## config.mk

```make
export PLATFORM = sky130hd
export DESIGN_NAME = htm_cordic_cell
export DESIGN_NICKNAME = d
export VERILOG_FILES = /design/src/hdl/htm_pkg.sv /design/src/hdl/htm_cordic_cell.sv
export SDC_FILE = /design/constraint.sdc
export NUM_CORES = 1
export LEC_CHECK = 0
export BUFFER_PORTS_ARGS = -buffer_cell sky130_fd_sc_hd__buf_4
export CORE_MARGIN = 5
export CORE_UTILIZATION = 30
export CTS_BUF_LIST = sky130_fd_sc_hd__clkbuf_4 sky130_fd_sc_hd__clkbuf_8 sky130_fd_sc_hd__clkbuf_16
export CTS_CLUSTER_SIZE = 20
export DETAILED_ROUTE_END_ITERATION = 6
export PLACE_DENSITY_LB_ADDON = 0.3
export SLEW_MARGIN = 20
export SYNTH_ARGS = -nofsm -noshare
export SYNTH_HDL_FRONTEND = slang
export SYNTH_SLANG_ARGS = --single-unit
```

## constraint.sdc

```tcl
create_clock -name clk -period 10.9 [get_ports clk]
set_input_delay 1.635 -clock clk [delete_from_list [all_inputs] [get_ports clk]]
set_output_delay 1.635 -clock clk [all_outputs]
set_load 0.02 [all_outputs]
```

## src/hdl/htm_pkg.sv

```systemverilog
// ---------------------------------------------------------------------------
// htm_pkg
// Types, constants and tables of the helix track momentum pipeline
// ---------------------------------------------------------------------------
`default_nettype none

package htm_pkg;

  // cordic iteration count (12 to 32)
  localparam int ANGLE_ITERATIONS = 20;

  // field widths
  localparam int COORD_W = 24;
  localparam int RAD_W   = 24;
  localparam int SLOPE_W = 21;
  localparam int SCALE_W = 24;
  localparam int MOM_W   = 32;

  // divider: 24 bit |d| followed by 36 zero bits
  localparam int NUM_W     = 24;
  localparam int DIV_CELLS = 60;
  localparam int DEN_W     = 44;
  localparam int PT_W      = 37;
  localparam int PT_LO_W   = 19;
  localparam int PT_HI_W   = PT_W - PT_LO_W;

  // angle constants in q20 radians
  localparam int ACC_W = 23;
  localparam logic [23:0] TWO_PI_Q20  = 24'd6588397;
  localparam logic signed [24:0] PI_Q20      = 25'sd3294199;
  localparam logic signed [24:0] HALF_PI_Q20 = 25'sd1647099;

  // cordic datapath
  localparam int CW = 34;
  localparam int TRIG_W = 28;
  localparam logic signed [CW-1:0] CORDIC_GAIN_Q30 = 34'sd652032874;
  localparam logic [MOM_W-1:0] MAG_MAX = 32'h7FFF_FFFF;

  typedef struct packed {
    logic               fault;
    logic               chg;
    logic [PT_W-1:0]    pt;
    logic [SLOPE_W-1:0] slope_mag;
    logic               slope_neg;
  } side_t;

  typedef struct packed {
    logic [DEN_W-1:0] den;
    logic [DEN_W-1:0] rem;
    logic [NUM_W-1:0] num;
    logic [ACC_W-1:0] acc;
    logic             qneg;
  } div_t;

  typedef struct packed {
    logic signed [CW-1:0] x;
    logic signed [CW-1:0] y;
    logic signed [CW-1:0] z;
    logic                 flip;
  } cor_t;

  // arctangent of 2^-i in q30
  function automatic logic [30:0] atan_q30(input logic [4:0] i);
    logic [30:0] v;
    unique case (i)
      5'd0:  v = 31'd843314856;
      5'd1:  v = 31'd497837829;
      5'd2:  v = 31'd263043836;
      5'd3:  v = 31'd133525158;
      5'd4:  v = 31'd67021686;
      5'd5:  v = 31'd33543515;
      5'd6:  v = 31'd16775850;
      5'd7:  v = 31'd8388437;
      5'd8:  v = 31'd4194282;
      5'd9:  v = 31'd2097149;
      5'd10: v = 31'd1048575;
      5'd11: v = 31'd524287;
      5'd12: v = 31'd262143;
      5'd13: v = 31'd131071;
      5'd14: v = 31'd65535;
      5'd15: v = 31'd32767;
      5'd16: v = 31'd16383;
      5'd17: v = 31'd8191;
      5'd18: v = 31'd4095;
      5'd19: v = 31'd2047;
      5'd20: v = 31'd1023;
      5'd21: v = 31'd511;
      5'd22: v = 31'd255;
      5'd23: v = 31'd127;
      5'd24: v = 31'd63;
      5'd25: v = 31'd31;
      5'd26: v = 31'd15;
      5'd27: v = 31'd8;
      5'd28: v = 31'd4;
      5'd29: v = 31'd2;
      5'd30: v = 31'd1;
      default: v = 31'd0;
    endcase
    return v;
  endfunction

endpackage

`default_nettype wire

```

## src/hdl/htm_cordic_cell.sv

```systemverilog
// ---------------------------------------------------------------------------
// htm_cordic_cell
// One rotation step of the sine and cosine cordic
// ---------------------------------------------------------------------------
`default_nettype none

module htm_cordic_cell (
  input  wire logic          clk,
  input  wire logic          rst_n,
  input  wire logic [4:0]    shamt,
  input  wire logic [30:0]   atan_val,
  input  wire logic          vld_i,
  input  htm_pkg::side_t     side_i,
  input  htm_pkg::cor_t      cor_i,
  output logic               vld_o,
  output htm_pkg::side_t     side_o,
  output htm_pkg::cor_t      cor_o
);
  import htm_pkg::*;

  logic                 vld_r;
  side_t                side_r;
  cor_t                 cor_r;
  cor_t                 cor_nxt;
  logic signed [CW-1:0] dx;
  logic signed [CW-1:0] dy;
  logic signed [CW-1:0] at;

  // rotate towards zero residual angle
  always_comb begin
    dx = cor_i.y >>> shamt;
    dy = cor_i.x >>> shamt;
    at = signed'(CW'(atan_val));
    cor_nxt = cor_i;
    if (!cor_i.z[CW-1]) begin
      cor_nxt.x = cor_i.x - dx;
      cor_nxt.y = cor_i.y + dy;
      cor_nxt.z = cor_i.z - at;
    end else begin
      cor_nxt.x = cor_i.x + dx;
      cor_nxt.y = cor_i.y - dy;
      cor_nxt.z = cor_i.z + at;
    end
  end

  // beat valid
  always_ff @(posedge clk) begin
    if (!rst_n) begin
      vld_r <= 1'b0;
    end else begin
      vld_r <= vld_i;
    end
  end

  // payload
  always_ff @(posedge clk) begin
    side_r <= side_i;
    cor_r  <= cor_nxt;
  end

  assign vld_o  = vld_r;
  assign side_o = side_r;
  assign cor_o  = cor_r;

endmodule

`default_nettype wire

```

-- Word level (Yosys, flattened, before mapping)
Cells that the tools add are included.
- flip-flop bits (word level): 165
- word-level logic and storage cells: 19
- output and inout bits: 165
- multiplexer cells: 1
- shifts and indexed selects: 2
- add/sub/neg operators: 6
- operators with widths (kind ; count):
    102-bit two-way mux ; 1
    34-bit adder ; 2
    34-bit by 5-bit >>> shifter with 34-bit output ; 2
    34-bit subtractor ; 2
    34-bit by 32-bit adder with 34-bit output ; 1
    34-bit by 32-bit subtractor with 34-bit output ; 1

-- Logic depth before layout (Yosys ltp)
Gate-level depths: netlist of run 1.
- depth after elaboration: 3
- mapped depth: 27
- depth with buffers taken out: 21

-- Worst setup path after synthesis of run 1
OpenSTA, ideal clock, no wires.
- path kind: input-to-reg
- from: input shamt[1]
- to: register cor_r, in the netlist cor_o[67]
- library setup time: 0.119 ns
- required time: 10.781 ns
- path slack: 4.630 ns
- cell stages on the path: 23
- arrival time: 6.151 ns
- path through: buf_6 buf_6 buf_6 mux4_2 mux2_2 o22ai_2 nand2_1 o22a_1 nand4b_2 o21ai_0 xor2_1 ha_1 clkbuf_1 a21oi_1 o21ai_0 a221oi_1 a31oi_1 a41oi_1 o21bai_1 a21o_1 a41o_1 o22a_1 xor2_1
- RTL lines (what ; RTL line ; RTL):
    start, declared ; htm_cordic_cell.sv:10 ; input wire logic [4:0] shamt,
    end signal, assigned ; htm_cordic_cell.sv:58 ; cor_r <= cor_nxt;
    end, declared ; htm_cordic_cell.sv:23 ; cor_t cor_r;

==> results of run 1 <==
==> flip-flops by register name, summed over array words and instances, names as in the netlist <==
register and count:
cor_o 103, side_o 61, vld_o 1
==> logic make-up (layout without fill, tap and decap cells) <==
group                    count (synthesis)  count (layout)  share of synthesized area
AO/OA/AOI/OAI                          510             510                      0.226
XOR/XNOR                               176             176                      0.101
adder cells (fa/ha/maj)                105             105                     0.0878
buffers and inverters                  123             457                     0.0418
flip-flops                             165             165                      0.217
multiplexers                           172             172                      0.183
other                                    0               1                          0
AND/OR/NAND/NOR                        434             434                      0.143
==> power by group through the flow <==
stage / Clock, mW / Combinational [mW] / Sequential [mW]
floorplan: 0 / 0.761 / 1.05
detailed placement: 0 / 1.57 / 0.843
global placement: 0 / 1.56 / 0.843
CTS: 0.660 / 1.58 / 0.831
global route: 0.677 / 1.69 / 0.845
finish: 0.624 / 1.57 / 0.825
==> final timing paths <==
kind | endpoint | slack [ns]
worst max-delay path | cor_o[67] | 3.29
worst min-delay path | side_o[4] | 1.26
==> layout make-up <==
cell class	instances	area, um2
fillers	5051	31100
multi-input cells	1397	11300
flip-flops and latches	165	3300
repair buffers	383	2880
well taps	672	841
clock buffers	17	425
clock inverters	15	199
inverters	42	158
diodes	1	2.50
==> cells in the final DEF, fill, tap and decap left out, types with 23 or more instances in the layout <==
cell      count
inv_1        41
mux2_2       23
mux4_2       80
nand2_1     114
o21ai_0      73
xnor2_1      97
buf_4       383
nor3_1       29
a21oi_1     147
mux2i_1      61
a31oi_1      28
nor2b_1      24
a21o_1       59
nor2_1      129
dfxtp_1     165
xor2_1       79
nand2b_1     24
ha_1        102
==> metal layers <==
layer,wire length [um],vias up,track usage
met5,58,-,0
met3,4780,108,0.0512
met2,30400,682,0.375
met1,24300,7262,0.254
met4,2000,10,0.0730
li1,-,6969,-
==> metrics by stage <==
step           instances  power [mW]   util  hold WS [ns]
2_1_floorplan       1685        1.81      -          1.66
3_3_place_gp        2659        2.40  0.368          1.74
3_5_place_dp        2659        2.41  0.368          1.74
4_1_cts             2691        3.07  0.380          1.20
5_1_grt             2691        3.21  0.380          1.22
6_report            2692        3.02  0.381          1.26
==> worst max-delay path: cells and delay by family <==
family | cells | cell delay, ns
buf+inv | 2 | 1.05
xor+xnor | 2 | 0.24
mux | 2 | 1.05
simple gates | 5 | 1.21
fa+ha+maj | 1 | 0.42
compound gates | 9 | 2.32
==> flow_summary.toml, run 1 <==
[run_status]
status = "finished clean"

[routing]
wirelength_mm = 61.5
first_pass_iters = 5
dr_total_vias = 15000
drt_iter0_markers = 1229
route.detailed.drc = 0
viasPerCell = 5.58
routedWlPerCell_um = 22.9
antenna_left = 0

[pwr]
p_sw_mw = 1.26
power_leakage_nw = 8.37
combPwrFrac = 0.520
p_sw_frac = 0.418
pwr-share-seq = 0.273
vdd.ir_drop.worst_uv = 117
powerDensity_nw_per_um2 = 158
p_int_mw = 1.76
clock_power_share = 0.207

[cells_and_area]
stdcell_area_um2 = 19100
syn_to_final_growth_pct = 25.4
drive_gt1_frac = 0.281
final_nets = 2314

[grt]
grt_pass1_wl_mm = 92.0
grt-ovfl-total = 0
grt_max_degree = 75
grt_pass1_vias = 14800
antenna_found_initial = 5
grt_usage = 0.213

[logic_synthesis]
syn_inst = 1685
synth_commonest_cells = "165 x dfxtp_1, 147 x a21oi_1, 129 x nor2_1, 114 x nand2_1, 102 x ha_1"
yosysWarnings = 0
synthFlopType = "dfxtp_1"
synth.largest_area_cell = "dfxtp_1"
synth-edff-count = 0
avgSynthCellArea_um2 = 9.03
syn-cell-area_um2 = 15200
async_flop_share = 0
ys_ff_latch = 165
ys_seq_area_frac = 0.217
syn-num-nets = 1993
ys_types = 99
netlist_top_cells_area = "dfxtp_1 22%, mux4_2 12%, ha_1 8.4%"
synth_most_common_cell = "dfxtp_1"
synth_top_area_frac = 0.217

[clock_network]
cts_resized = 0
numCtsBuffers = 17
htreeDepth = 4
cts_setup_buffers = 0
cts_hold_buf = 0
root_buffer = "clkbuf_16"
cts.path.max_buffers = 2
tritoncts = "built"
path_clk_slew_ns = 0.08
cts_sinks = 165

[setup_path]
required_ns = 11.31
worstPathArrival_ns = 8.01
crit_fanout = 55
endpoint_kind = "register"
path_class = "in -> reg"
crit_slowest_cell = "buf_4"
max_stage_delay_ns = 0.66
worstPathCellList = "buf_4 > buf_4 > mux4_2 > mux2i_1 > o22ai_1 > nor2_1 > and2_2 > nand4b_2 > o21ai_0 > xor2_1 > ha_1 > nand3_1 > nor3_1 > o311ai_0 > a31oi_1 > a41oi_1 > o21bai_1 > a21o_1 > a41o_1 > o22a_1 > xor2_1"
startpoint = "shamt[1]"
crit_path_start_kind = "input pin"

[die]
dieArea_um2 = 55300
die_w_um = 235
core_area_um2 = 50200
rows = 82
start_util = 0.303
dieHeight_um = 235
num_io_pins = 368

[place]
dp_slack_ns = 2.94
dp_hpwl_mm = 49.5
io_buffers = 367
place.gp.congestion = 0.945
placed_cell_area_um2 = 18500

[timing]
hold_viol = 0
setup_ws_ns = 3.29
rsz0062_at_grt = "false"
setup_viol = 0
slew_violations = 0
setup_tns_ns = 0
min_period_ns = 7.61
max_freq_mhz = 131
tightest_slew_ns = 0.939
slew_headroom = 0.374
fin_crit_sh = 0.698

[flow_run]
maxCapViolCount = 0

[worst_hold_path]
holdCritPathClass = "in -> reg"
holdPathStages = 1
hp-start = "side_i[4]"
Power figures use the tool's default switching activity.
==> run 2: changes to the inputs <==
==> constraint.sdc (replaced) <==
create_clock -name clk -period 6.3 [get_ports clk]
set_input_delay 0.945 -clock clk [delete_from_list [all_inputs] [get_ports clk]]
set_output_delay 0.945 -clock clk [all_outputs]
set_load 0.02 [all_outputs]
==> run 2 against run 1 <==
  * Global-route usage grew 1.2 points
  * Sequential power grew 73%
  * Core utilization grew 3.9 points
  * Total power grew 85%
  * Critical endpoint is now cor_o[101]
==> flow_summary.toml, run 2 (synthesized netlist as in run 1, its figures left out) <==
[worst_hold_path]
holdCritPathClass = "in -> reg"

[routing]
routedWlPerCell_um = 21.8
route.detailed.drc = 0
first_pass_iters = 5
drt_iter0_markers = 1281
viasPerCell = 5.40
antenna_left = 0
dr_total_vias = 15900
wirelength_mm = 64.2

[grt]
antenna_found_initial = 5
grt_pass1_wl_mm = 97.4
grt_usage = 0.224
grt-ovfl-total = 0
grt_pass1_vias = 16100
grt_max_degree = 64

[timing]
max_freq_mhz = 170
min_period_ns = 5.88
slew_violations = 0
hold_viol = 0
rsz0062_at_grt = "false"
fin_crit_sh = 0.933
setup_tns_ns = 0
setup_viol = 0
whs_ns = 0.551
slew_headroom = 0.447
tightest_slew_ns = 0.819

[pwr]
total_power_mw = 5.59
vdd.ir_drop.worst_uv = 222
powerDensity_nw_per_um2 = 265
power_leakage_nw = 9.63

[cells_and_area]
syn_to_final_growth_pct = 38.4
mostFrequentLayoutCells = "626 x buf_4, 165 x dfxtp_1, 147 x a21oi_1"
largest_register_ffs = 103
final_nets = 2565
drive_gt1_frac = 0.360
stdcell_area_um2 = 21100
finalNonFillerCells = 2942
layout_commonest_cell = "buf_4"
diodes = 0

[flow_run]
maxCapViolCount = 0

[place]
io_buffers = 367
placed_cell_area_um2 = 20400
place.gp.congestion = 1.01
dp.cells = 2910
dp_hpwl_mm = 53.4

[clock_network]
tritoncts = "built"
htreeDepth = 4
cts_hold_buf = 0
path_clk_slew_ns = 0.08
root_buffer = "clkbuf_16"
numCtsBuffers = 17
cts.path.max_buffers = 2
cts_setup_buffers = 0
cts_sinks = 165
cts_resized = 0

[setup_path]
crit_path_start_kind = "input pin"
worstPathCellList = "buf_4 > buf_12 > mux4_2 > a22o_1 > a221oi_1 > a21boi_1 > ha_1 > o2111ai_1 > buf_4 > nor3b_2 > a21oi_1 > xnor2_1 > ha_1 > and3_1 > nand4_1 > a211oi_1 > o41a_1 > o21ai_0 > buf_4 > a31oi_1 > a31o_2 > a21o_1 > a21oi_1 > xnor2_1"
crit_fanout = 10
crit_slowest_cell = "mux4_2"
endpoint_kind = "register"
path_class = "in -> reg"
worstPathArrival_ns = 6.25
max_stage_delay_ns = 0.50
cp_common_cell = "buf_4"
required_ns = 6.67

[die]
start_util = 0.303
num_io_pins = 368
dieArea_um2 = 55300
die_w_um = 235
rows = 82
core_area_um2 = 50200
dieHeight_um = 235

[run_status]
status = "finished clean"
## run 2: cell count changes in the layout (fill, tap and decap cells not counted), sizes merged
cell | previous run | this run
inv | 48 | 50
buf | 383 | 634
clkinvlp | 0 | 1
clkinv | 9 | 5
diode | 1 | 0
bufinv | 0 | 1
## run 2: worst max-delay path, delay by kind of cell
family,cells,cell delay [ns]
muxes,1,0.50
adders and majority gates,2,0.53
xor gates and xnor gates,2,0.30
buffers and inverters,4,0.78
and+or+nand+nor,3,0.60
AOI/OAI and AO/OA,12,2.57
## run 2: path summary, 6_finish.rpt
path / from / end / slack, ns / cells after the start
worst max-delay path: shamt[1] / cor_o[101] / 0.42 / 24
worst min-delay path: side_i[37] / side_o[37] / 0.55 / 1
## run 2: power by group
part	total [mW]	leakage, nW	internal, mW	switching, mW
clock	1.11	0.302	0.576	0.537
combinational	3.04	7.93	1.41	1.63
sequential	1.43	1.39	1.34	0.0886
## run 2: area by class of cell
class,instances,area [um2]
tap,672,841
sequential,165,3300
fill,4951,29100
clock inverter,15,199
timing repair buffer,634,4860
clock buffer,17,425
multi-input combinational,1397,11300
inverter,42,158
## run 2: per-layer routing
layer | share of wire | up-vias | global-route usage
met2 | 0.49 | 644 | 0.393
met3 | 0.065 | 117 | 0.0503
met5 | 0.0010 | - | 0
met4 | 0.038 | 10 | 0.0903
met1 | 0.40 | 7624 | 0.267
li1 | - | 7495 | -
## run 2: through the flow
step | utilization | setup WS, ns
floorplan | - | 0.720
global placement | 0.408 | 0.00110
detailed placement | 0.408 | 0.00717
CTS | 0.420 | 0.518
global route | 0.420 | 0.142
finish | 0.420 | 0.424
