File: src/hdl/htm_pkg.sv
// ---------------------------------------------------------------------------
// htm_pkg
// Types, constants and tables of the helix track momentum pipeline
// ---------------------------------------------------------------------------
`default_nettype none

package htm_pkg;

  // cordic iteration count (12 to 32)
  localparam int ANGLE_ITERATIONS = 20;

  // field widths
  localparam int COORD_W = 24;
  localparam int RAD_W   = 24;
  localparam int SLOPE_W = 21;
  localparam int SCALE_W = 24;
  localparam int MOM_W   = 32;

  // divider: 24 bit |d| followed by 36 zero bits
  localparam int NUM_W     = 24;
  localparam int DIV_CELLS = 60;
  localparam int DEN_W     = 44;
  localparam int PT_W      = 37;
  localparam int PT_LO_W   = 19;
  localparam int PT_HI_W   = PT_W - PT_LO_W;

  // angle constants in q20 radians
  localparam int ACC_W = 23;
  localparam logic [23:0] TWO_PI_Q20  = 24'd6588397;
  localparam logic signed [24:0] PI_Q20      = 25'sd3294199;
  localparam logic signed [24:0] HALF_PI_Q20 = 25'sd1647099;

  // cordic datapath
  localparam int CW = 34;
  localparam int TRIG_W = 28;
  localparam logic signed [CW-1:0] CORDIC_GAIN_Q30 = 34'sd652032874;
  localparam logic [MOM_W-1:0] MAG_MAX = 32'h7FFF_FFFF;

  typedef struct packed {
    logic               fault;
    logic               chg;
    logic [PT_W-1:0]    pt;
    logic [SLOPE_W-1:0] slope_mag;
    logic               slope_neg;
  } side_t;

  typedef struct packed {
    logic [DEN_W-1:0] den;
    logic [DEN_W-1:0] rem;
    logic [NUM_W-1:0] num;
    logic [ACC_W-1:0] acc;
    logic             qneg;
  } div_t;

  typedef struct packed {
    logic signed [CW-1:0] x;
    logic signed [CW-1:0] y;
    logic signed [CW-1:0] z;
    logic                 flip;
  } cor_t;

  // arctangent of 2^-i in q30
  function automatic logic [30:0] atan_q30(input logic [4:0] i);
    logic [30:0] v;
    unique case (i)
      5'd0:  v = 31'd843314856;
      5'd1:  v = 31'd497837829;
      5'd2:  v = 31'd263043836;
      5'd3:  v = 31'd133525158;
      5'd4:  v = 31'd67021686;
      5'd5:  v = 31'd33543515;
      5'd6:  v = 31'd16775850;
      5'd7:  v = 31'd8388437;
      5'd8:  v = 31'd4194282;
      5'd9:  v = 31'd2097149;
      5'd10: v = 31'd1048575;
      5'd11: v = 31'd524287;
      5'd12: v = 31'd262143;
      5'd13: v = 31'd131071;
      5'd14: v = 31'd65535;
      5'd15: v = 31'd32767;
      5'd16: v = 31'd16383;
      5'd17: v = 31'd8191;
      5'd18: v = 31'd4095;
      5'd19: v = 31'd2047;
      5'd20: v = 31'd1023;
      5'd21: v = 31'd511;
      5'd22: v = 31'd255;
      5'd23: v = 31'd127;
      5'd24: v = 31'd63;
      5'd25: v = 31'd31;
      5'd26: v = 31'd15;
      5'd27: v = 31'd8;
      5'd28: v = 31'd4;
      5'd29: v = 31'd2;
      5'd30: v = 31'd1;
      default: v = 31'd0;
    endcase
    return v;
  endfunction

endpackage

`default_nettype wire

File: src/hdl/htm_div_cell.sv
// ---------------------------------------------------------------------------
// htm_div_cell
// One restoring divide step, with the quotient bit folded into a 2*pi modulus
// ---------------------------------------------------------------------------
`default_nettype none

module htm_div_cell (
  input  wire logic          clk,
  input  wire logic          rst_n,
  input  wire logic          vld_i,
  input  htm_pkg::side_t     side_i,
  input  htm_pkg::div_t      div_i,
  output logic               vld_o,
  output htm_pkg::side_t     side_o,
  output htm_pkg::div_t      div_o
);
  import htm_pkg::*;

  logic               vld_r;
  side_t              side_r;
  div_t               div_r;
  div_t               div_nxt;
  logic [DEN_W:0]     trial;
  logic [DEN_W+1:0]   diff;
  logic               qbit;
  logic [ACC_W:0]     acc2;

  // trial subtract of the divisor
  always_comb begin
    trial = {div_i.rem, div_i.num[NUM_W-1]};
    diff  = {1'b0, trial} - {2'b00, div_i.den};
    qbit  = ~diff[DEN_W+1];
    acc2  = {div_i.acc, qbit};
    div_nxt      = div_i;
    div_nxt.rem  = qbit ? diff[DEN_W-1:0] : trial[DEN_W-1:0];
    div_nxt.num  = {div_i.num[NUM_W-2:0], 1'b0};
    // running remainder of the quotient modulo 2*pi
    div_nxt.acc  = (acc2 >= TWO_PI_Q20) ? ACC_W'(acc2 - TWO_PI_Q20) : acc2[ACC_W-1:0];
  end

  // beat valid
  always_ff @(posedge clk) begin
    if (!rst_n) begin
      vld_r <= 1'b0;
    end else begin
      vld_r <= vld_i;
    end
  end

  // payload
  always_ff @(posedge clk) begin
    side_r <= side_i;
    div_r  <= div_nxt;
  end

  assign vld_o  = vld_r;
  assign side_o = side_r;
  assign div_o  = div_r;

endmodule

`default_nettype wire

File: config.mk
export PLATFORM = sky130hd
export DESIGN_NAME = htm_div_cell
export DESIGN_NICKNAME = d
export VERILOG_FILES = /design/src/hdl/htm_pkg.sv /design/src/hdl/htm_div_cell.sv
export SDC_FILE = /design/constraint.sdc
export NUM_CORES = 1
export LEC_CHECK = 0
export ABC_AREA = 1
export BUFFER_PORTS_ARGS = -buffer_cell sky130_fd_sc_hd__buf_2
export CORE_AREA = 2 2 152 154
export DETAILED_ROUTE_END_ITERATION = 6
export DIE_AREA = 0 0 154 156
export PLACE_DENSITY = 0.69
export SLEW_MARGIN = 10
export SYNTH_ARGS = -nofsm -noshare
export SYNTH_HDL_FRONTEND = slang
export SYNTH_SLANG_ARGS = --single-unit
File: constraint.sdc
create_clock -name clk -period 4.15 [get_ports clk]
set_clock_uncertainty 0.1 [all_clocks]
set_input_delay 0.83 -clock clk [delete_from_list [all_inputs] [get_ports clk]]
set_output_delay 0.83 -clock clk [all_outputs]
set_load 0.005 [all_outputs]
After elaboration in Yosys (flattened, before gate mapping)
Cells that the tools add are included.

cells by class
  multiplexer cells = 2
  bitwise logic cells = 1
  order comparisons = 1
  $add $sub $neg = 2

operator list
  operator                                                                  count
  45-bit by 44-bit subtractor with 46-bit output                            1
  44-bit two-way mux                                                        1
  24-bit by 23-bit >= comparator with 1-bit output (second input constant)  1
  23-bit two-way mux                                                        1
  23-bit subtractor (second input constant)                                 1
  1-bit NOT                                                                 1

storage, ports and cells
  logic and storage cells = 17
  output and inout port bits = 198
  register bits = 197
  input port bits = 200

Logic depth before layout (Yosys ltp)
Gate-level depths: netlist of run 1.

  depth in word-level cells = 4
  depth in mapped cells = 28
  mapped depth without buffers = 27

Worst setup path before layout of run 1
OpenSTA, ideal clock, no wires.

  path kind = input to register
  start = in div_i[128] (netlist bit)
  end = reg div_r, in the netlist div_o[4]
  slack = 619 ps
  buffers on the path = 2
  data required time = 3931 ps
  data arrival time = 3312 ps
  library setup time = 119 ps
  cell stages on the path = 23
  cell sequence = inv_1 > ha_1 > nand2_2 > nor2_2 > inv_2 > nor2_4 > nand2_1 > nor2_2 > nand2_2 > nand3_2 > inv_2 > buf_2 > ha_1 > nor2_2 > nor2_1 > nor2_2 > nand3_1 > nand2_1 > nand2_1 > nand2_2 > buf_4 > nand3_1 > xor2_1

RTL lines
  element               line                RTL
  from (decl)           htm_div_cell.sv:12  input htm_pkg::div_t div_i,
  to (signal assigned)  htm_div_cell.sv:53  div_r <= div_nxt;
  to (decl)             htm_div_cell.sv:21  div_t div_r;

==> run_results.csv, run 1 <==
group,metric,value,unit
placed_design,placedCellCount,1821,
synth,synth-simple-area-share,26.0,%
setup_path,startpoint_type,"primary input",
synth,yosysTopAreaCellShare,45.2,%
grt,grt_pass1_wl,45300,µm
run,cap_violations,0,
route,drt-total-wl,30500,µm
sta,hold_viol_final,0,
synth,synth_warnings,0,
pwr,power_frac_comb,20.9,%
cells_and_area,layout.cells.non_filler,1855,
setup_path,crit_fanout,9,
setup_path,critPathRequiredTime,4.39,ns
clock_tree,cts-resized-gates,0,
sta,tightest_slew,0.647,ns
pwr,power.total,4.84,mW
pwr,swShare,31.6,%
synth,synth_top_family_by_area,"simple AND/OR/NAND/NOR gates",
pwr,seqPwrFrac,43.7,%
synth,yosys.area.top_type,"dfxtp_1",
synth,synth_cells,1150,
grt,grt_max_degree,64,
sta,fin_setup_tns,0,ns
synth,synth.most_common_cell,"nand2_1",
cells_and_area,final_cell_area,11600,µm²
clock_tree,cts_setup_buffers,0,
sta,timing.fmax,292,MHz
sta,slew_headroom,56.9,%
route,via_per_inst,4.75,
pwr,intPower,3.31,mW
sta,holdWs,0.375,ns
clock_tree,htreeDepth,4,
floorplan,ioPinCount,398,
clock_tree,cts_tree,"yes",
clock_tree,numCtsBuffers,17,
clock_tree,cts.clk_slew.worst_paths,0.08,ns
status,status,"finished clean",
synth,synth_nets,1397,
route,drtAntennaViolNets,0,
route,wl_per_cell,16.4,µm
synth,synth_compound_gate_area_share,9.33,%
sta,setup_ws,0.723,ns
synth,seq_area_frac_synth,45.2,%
sta,fin_crit,3.43,ns
sta,setup_viol,0,
route,dr.pass1.iters,5,
synth,async_flop_share,0,%
clock_tree,clock-root-buffer,"clkbuf_16",
synth,netlist_area,8730,µm²
synth,synth_edf_count,0,
pwr,power.leakage,6.13,nW
synth,yosys.area_share.adder,6.82,%
grt,grt_usage,24.5,%
clock_tree,cts_buffer_depth,2,
synth,syn_area_per_cell,7.59,µm²
sta,min_period_over_period,82.6,%
pwr,p_sw,1.53,mW
placed_design,portBuffers,396,
setup_path,end_kind,"flop",
setup_path,worstSetupPathType,"in2reg",
pwr,p_clk_share,35.4,%
placed_design,dp_hpwl,25400,µm
grt,overflow,0,
sta,rsz0062_at_grt,"no",
placed_design,place_area,11000,µm²
clock_tree,clkSinkCount,197,
route,drtIter0Drc,621,
grt,antenna_found_initial,2,
floorplan,die_x,154,µm
floorplan,fp.coreArea,22400,µm²
floorplan,dieArea,24000,µm²
synth,synth_cell_types,41,
synth,ys_top_cells_by_count,"nand2_1 (273), dfxtp_1 (197), inv_1 (157)",
route,dr_total_vias,8812,
floorplan,rows,55,
placed_design,preCtsSetupSlack,0.304,ns
grt,grt_pass1_vias,8404,
synth,ys.flop_type,"dfxtp_1",
setup_path,worstPathArrival,3.67,ns
placed_design,gp_congestion,0.972,
synth,ys_top_cells_by_area,"dfxtp_1 (45%), nand2_1 (12%), inv_1 (6.7%)",
floorplan,die_h,156,µm
cells_and_area,fill_cells,2222,
sta,maxSlewViolCount,0,
cells_and_area,fin_nets,1802,
synth,synth_xor_area_share,4.21,%
synth,ys_ff_latch,197,
clock_tree,cts_hold_buffers,0,
route,route.detailed.drc,0,
pwr,p_per_area,416,nW/µm²
cells_and_area,syn_to_final_growth,33.2,%
min_path,min_path_type,"in2reg",
cells_and_area,final_core_util,52.0,%
cells_and_area,drive_gt1_share,30.5,%
synth,synthMuxAreaShare,0,%
pwr,ir_worst_vdd,0.000227,V
floorplan,start_util,39.0,%
==> layout make-up <==
type	instances	area, µm²	share of cell area, %
multi-input combinational	766	4050	34.8
sequential	197	3940	33.9
timing repair buffer	400	2010	17.3
inverter	173	649	5.59
clock buffer	18	429	3.69
tap	285	357	3.07
clock inverter	14	180	1.55
antenna	2	5.00	0.0430
==> per-layer routing <==
layer | track usage (%) | wire length [µm]
met5 | 0 | 27
met2 | 41.2 | 14200
met1 | 31.1 | 13400
met3 | 5.64 | 2190
met4 | 8.06 | 654
==> flip-flops by register name (all words and copies together), names as in the netlist <==
| register | count |
|---|---|
| side_o | 61 |
| vld_o | 1 |
| div_o | 135 |
==> worst max-delay path, cell delays in order <==
cell and delay, ns:
buf_2 0.09, inv_1 0.04, ha_1 0.37, nand2_1 0.12
inv_2 0.07, nand2_2 0.08, nor2_2 0.19, nand2_1 0.11
nor2_2 0.12, nand2_2 0.08, nand3_2 0.09, inv_2 0.04
ha_1 0.19, nor2_2 0.13, nor2_1 0.06, nor2_2 0.14
nand3_1 0.14, nand2_1 0.10, nand2_1 0.06, nand2_2 0.17
inv_2 0.13, nor2_1 0.17, nand2_1 0.07, nand2_1 0.05
nand2_1 0.04
==> placed cells by master, fill, tap and decap left out, drive strengths merged, types with 7 or more instances in the layout <==
master  synthesis  routed
a31oi           9       9
a21o            7       7
xor2           24      24
xnor2          18      18
nor2          140     140
o21ai          55      55
buf            13     400
inv           173     182
o21bai         11      11
ha             46      46
nand2         283     283
dfxtp         197     197
nand3          63      63
clkbuf          1      18
nor3           15      15
nand4          21      21
a21oi          53      53
==> cells by family after synthesis <==
family,after synthesis
buf+inv,187
flops,197
fa+ha+maj,47
other cells,1
compound gates,143
simple gates,533
xor+xnor,42
==> final timing paths <==
check	to	depth (start not counted)	start
max	div_o[20]	25	div_i[130]
min	side_o[60]	1	side_i[60]
==> power groups by stage <==
stage | clock network, mW | registers [mW] | logic (mW)
floorplan | 0 | 2.19 | 0.514
global placement | 0 | 2.15 | 1.01
detailed placement | 0 | 2.16 | 1.01
CTS | 1.75 | 2.11 | 1.02
global route | 1.82 | 2.13 | 1.13
finish | 1.71 | 2.11 | 1.01
Power figures use the tool's default switching activity.
==> run 2, diff against run 1 <==
Settings changed: ABC_AREA 1 to 0, CORE_AREA 2 2 152 154 to 2 2 153 155, DIE_AREA 0 0 154 156 to 0 0 155 157, PLACE_DENSITY 0.69 to 0.65.
Clock period 4.15 ns to 3 ns, I/O delays scaled along.
==> run_results.csv, run 2 <==
group,metric,value,unit
status,status,"finished, violations left",
status,violations,"setup timing",
cells_and_area,syn_to_final_growth,63.9,%
sta,min_period_over_period,120,%
setup_path,end_kind,"flop",
route,dr_total_vias,7802,
route,dr.pass1.iters,5,
setup_path,worstSetupPathType,"in2reg",
pwr,p_sw,2.12,mW
pwr,swShare,30.0,%
synth,async_flop_share,0,%
floorplan,die_x,155,µm
setup_path,critPathMaxStageDelay,0.38,ns
pwr,intPower,4.96,mW
cells_and_area,layout_commonest_cell,"buf_2",
placed_design,placedCellCount,1606,
setup_path,worstPathArrival,3.82,ns
clock_tree,numCtsBuffers,17,
cells_and_area,layout_common_cells,"buf_2 (392), dfxtp_1 (197), buf_4 (174)",
cells_and_area,largest_reg_flops,135,
synth,ys_top_cells_by_count,"dfxtp_1 (197), a21oi_1 (77), nand2_1 (60)",
route,drtAntennaViolNets,0,
pwr,p_clk_share,33.4,%
pwr,power_frac_comb,25.1,%
floorplan,start_util,34.2,%
synth,synth_edf_count,0,
sta,fin_setup_tns,-12.53,ns
synth,synth_nets,1032,
synth,synth_cells,785,
setup_path,crit_fanout,6,
synth,synth.most_common_cell,"dfxtp_1",
setup_path,critPathRequiredTime,3.22,ns
sta,maxSlewViolCount,0,
clock_tree,cts_tree,"yes",
sta,fin_crit,3.60,ns
grt,grt_pass1_wl,39100,µm
pwr,power.leakage,6.31,nW
cells_and_area,layout.cells.non_filler,1668,
placed_design,preCtsSetupSlack,-1.36,ns
clock_tree,htreeDepth,4,
pwr,p_per_area,562,nW/µm²
sta,setup_ws,-0.596,ns
clock_tree,clkSinkCount,197,
route,drt-total-wl,26300,µm
synth,ys_ff_latch,197,
pwr,ir_worst_vdd,0.000317,V
placed_design,portBuffers,396,
synth,yosysTopAreaCellShare,51.3,%
route,drtIter0Drc,299,
sta,setup_viol,23,
route,wl_per_cell,15.8,µm
cells_and_area,fin_nets,1616,
sta,rsz0062_at_grt,"yes",
floorplan,dieArea,24300,µm²
synth,seq_area_frac_synth,51.3,%
floorplan,die_h,157,µm
sta,slew_headroom,50.7,%
grt,grt_pass1_vias,7725,
synth,syn_area_per_cell,9.79,µm²
synth,ys.flop_type,"dfxtp_1",
setup_path,crit_chain,"buf_12 > inv_12 > ha_4 > nor2b_4 > o211ai_2 > a31oi_4 > a211o_4 > a2111oi_4 > nor2_2 > a21bo_2 > inv_2 > ha_4 > o21bai_4 > a21o_1 > a31o_4 > a21oi_4 > buf_6 > o21ai_4 > nand3_2 > nor2_2 > xor2_1",
placed_design,gp_congestion,0.887,
synth,synth_cell_types,70,
synth,netlist_area,7690,µm²
route,via_per_inst,4.68,
grt,overflow,0,
clock_tree,cts_hold_buffers,0,
min_path,min_path_type,"in2reg",
synth,synth_warnings,0,
clock_tree,clock-root-buffer,"clkbuf_16",
setup_path,startpoint_type,"primary input",
sta,timing.fmax,278,MHz
synth,yosys.area.top_type,"dfxtp_1",
pwr,seqPwrFrac,41.5,%
floorplan,ioPinCount,398,
route,route.detailed.drc,0,
grt,grt_max_degree,64,
setup_path,crit_slowest_cell,"a2111oi_4",
floorplan,fp.coreArea,22500,µm²
placed_design,dp_hpwl,20300,µm
grt,grt_usage,20.4,%
clock_tree,cts_buffer_depth,2,
floorplan,rows,55,
clock_tree,cts.clk_slew.worst_paths,0.09,ns
sta,tightest_slew,0.737,ns
cells_and_area,final_core_util,56.0,%
synth,ys_top_cells_by_area,"dfxtp_1 (51%), ha_1 (7.5%), a21oi_1 (5.0%)",
min_path,holdPathStages,1,
sta,hold_viol_final,0,
cells_and_area,drive_gt1_share,52.0,%
grt,antenna_found_initial,1,
run,cap_violations,0,
run 2: final cells by class:
class,count,area (µm²)
diodes,1,2.50
clock inverters,14,190
well taps,285,357
fillers,1986,9900
multi-input cells,510,3930
flip-flops and latches,197,3940
repair buffers,587,3520
inverters,56,225
clock buffers,18,429
run 2: metal layers:
metal | routed length [µm] | global-route usage, % | part of all wire [%] | vias to the layer above
met5 | 0 | 0 | 0 | -
met4 | 437 | 6.13 | 1.7 | 0
met3 | 1770 | 5.04 | 6.7 | 40
met2 | 13400 | 37.3 | 51 | 273
met1 | 10700 | 23.6 | 41 | 3619
li1 | - | - | - | 3870
run 2: path summary, 6_finish.rpt:
path        from          to  slack, ns
max    div_i[93]   div_o[11]      -0.60
min   side_i[35]  side_o[35]       0.15
run 2: worst max-delay path: cells and delay by family:
kind                       cells  cell delay, ns
AOI/OAI and AO/OA             10            1.99
xor gates and xnor gates       1            0.15
adders and majority gates      2            0.32
buffers and inverters          4            0.35
and+or+nand+nor                4            0.40
run 2: per-stage QoR:
step | power, mW | hold slack (ns) | cell area (µm²)
2_1_floorplan | 3.76 | 0.528 | 7850
3_3_place_gp | 4.58 | 0.602 | 11300
3_5_place_dp | 4.60 | 0.604 | 11300
4_1_cts | 7.10 | 0.135 | 12300
5_1_grt | 7.45 | 0.129 | 12600
6_report | 7.08 | 0.154 | 12600
run 2: cells by family after synthesis:
group                      share of synthesized area, %
xor gates and xnor gates                           6.84
AOI/OAI and AO/OA                                  17.2
adders and majority gates                          7.75
other                                            0.0488
DFF                                                51.3
buffers and inverters                              4.70
and+or+nand+nor                                    12.0
muxes                                             0.195
run 2: repair_timing:
item / CTS / global route
pin swaps: 27 / 31
setup buffers: 25 / 10
setup endpoints to repair: 59 / 62
gates cloned: 1 / 0
resized for setup: 62 / 52
run 2: power groups by stage:
| stage | sequential (mW) | combinational [mW] | clock [mW] |
|---|---|---|---|
| 2_1_floorplan | 3.05 | 0.708 | 0 |
| 3_3_place_gp | 3.00 | 1.58 | 0 |
| 3_5_place_dp | 3.00 | 1.60 | 0 |
| 4_1_cts | 2.94 | 1.72 | 2.44 |
| 5_1_grt | 2.96 | 1.94 | 2.54 |
| 6_report | 2.94 | 1.78 | 2.36 |
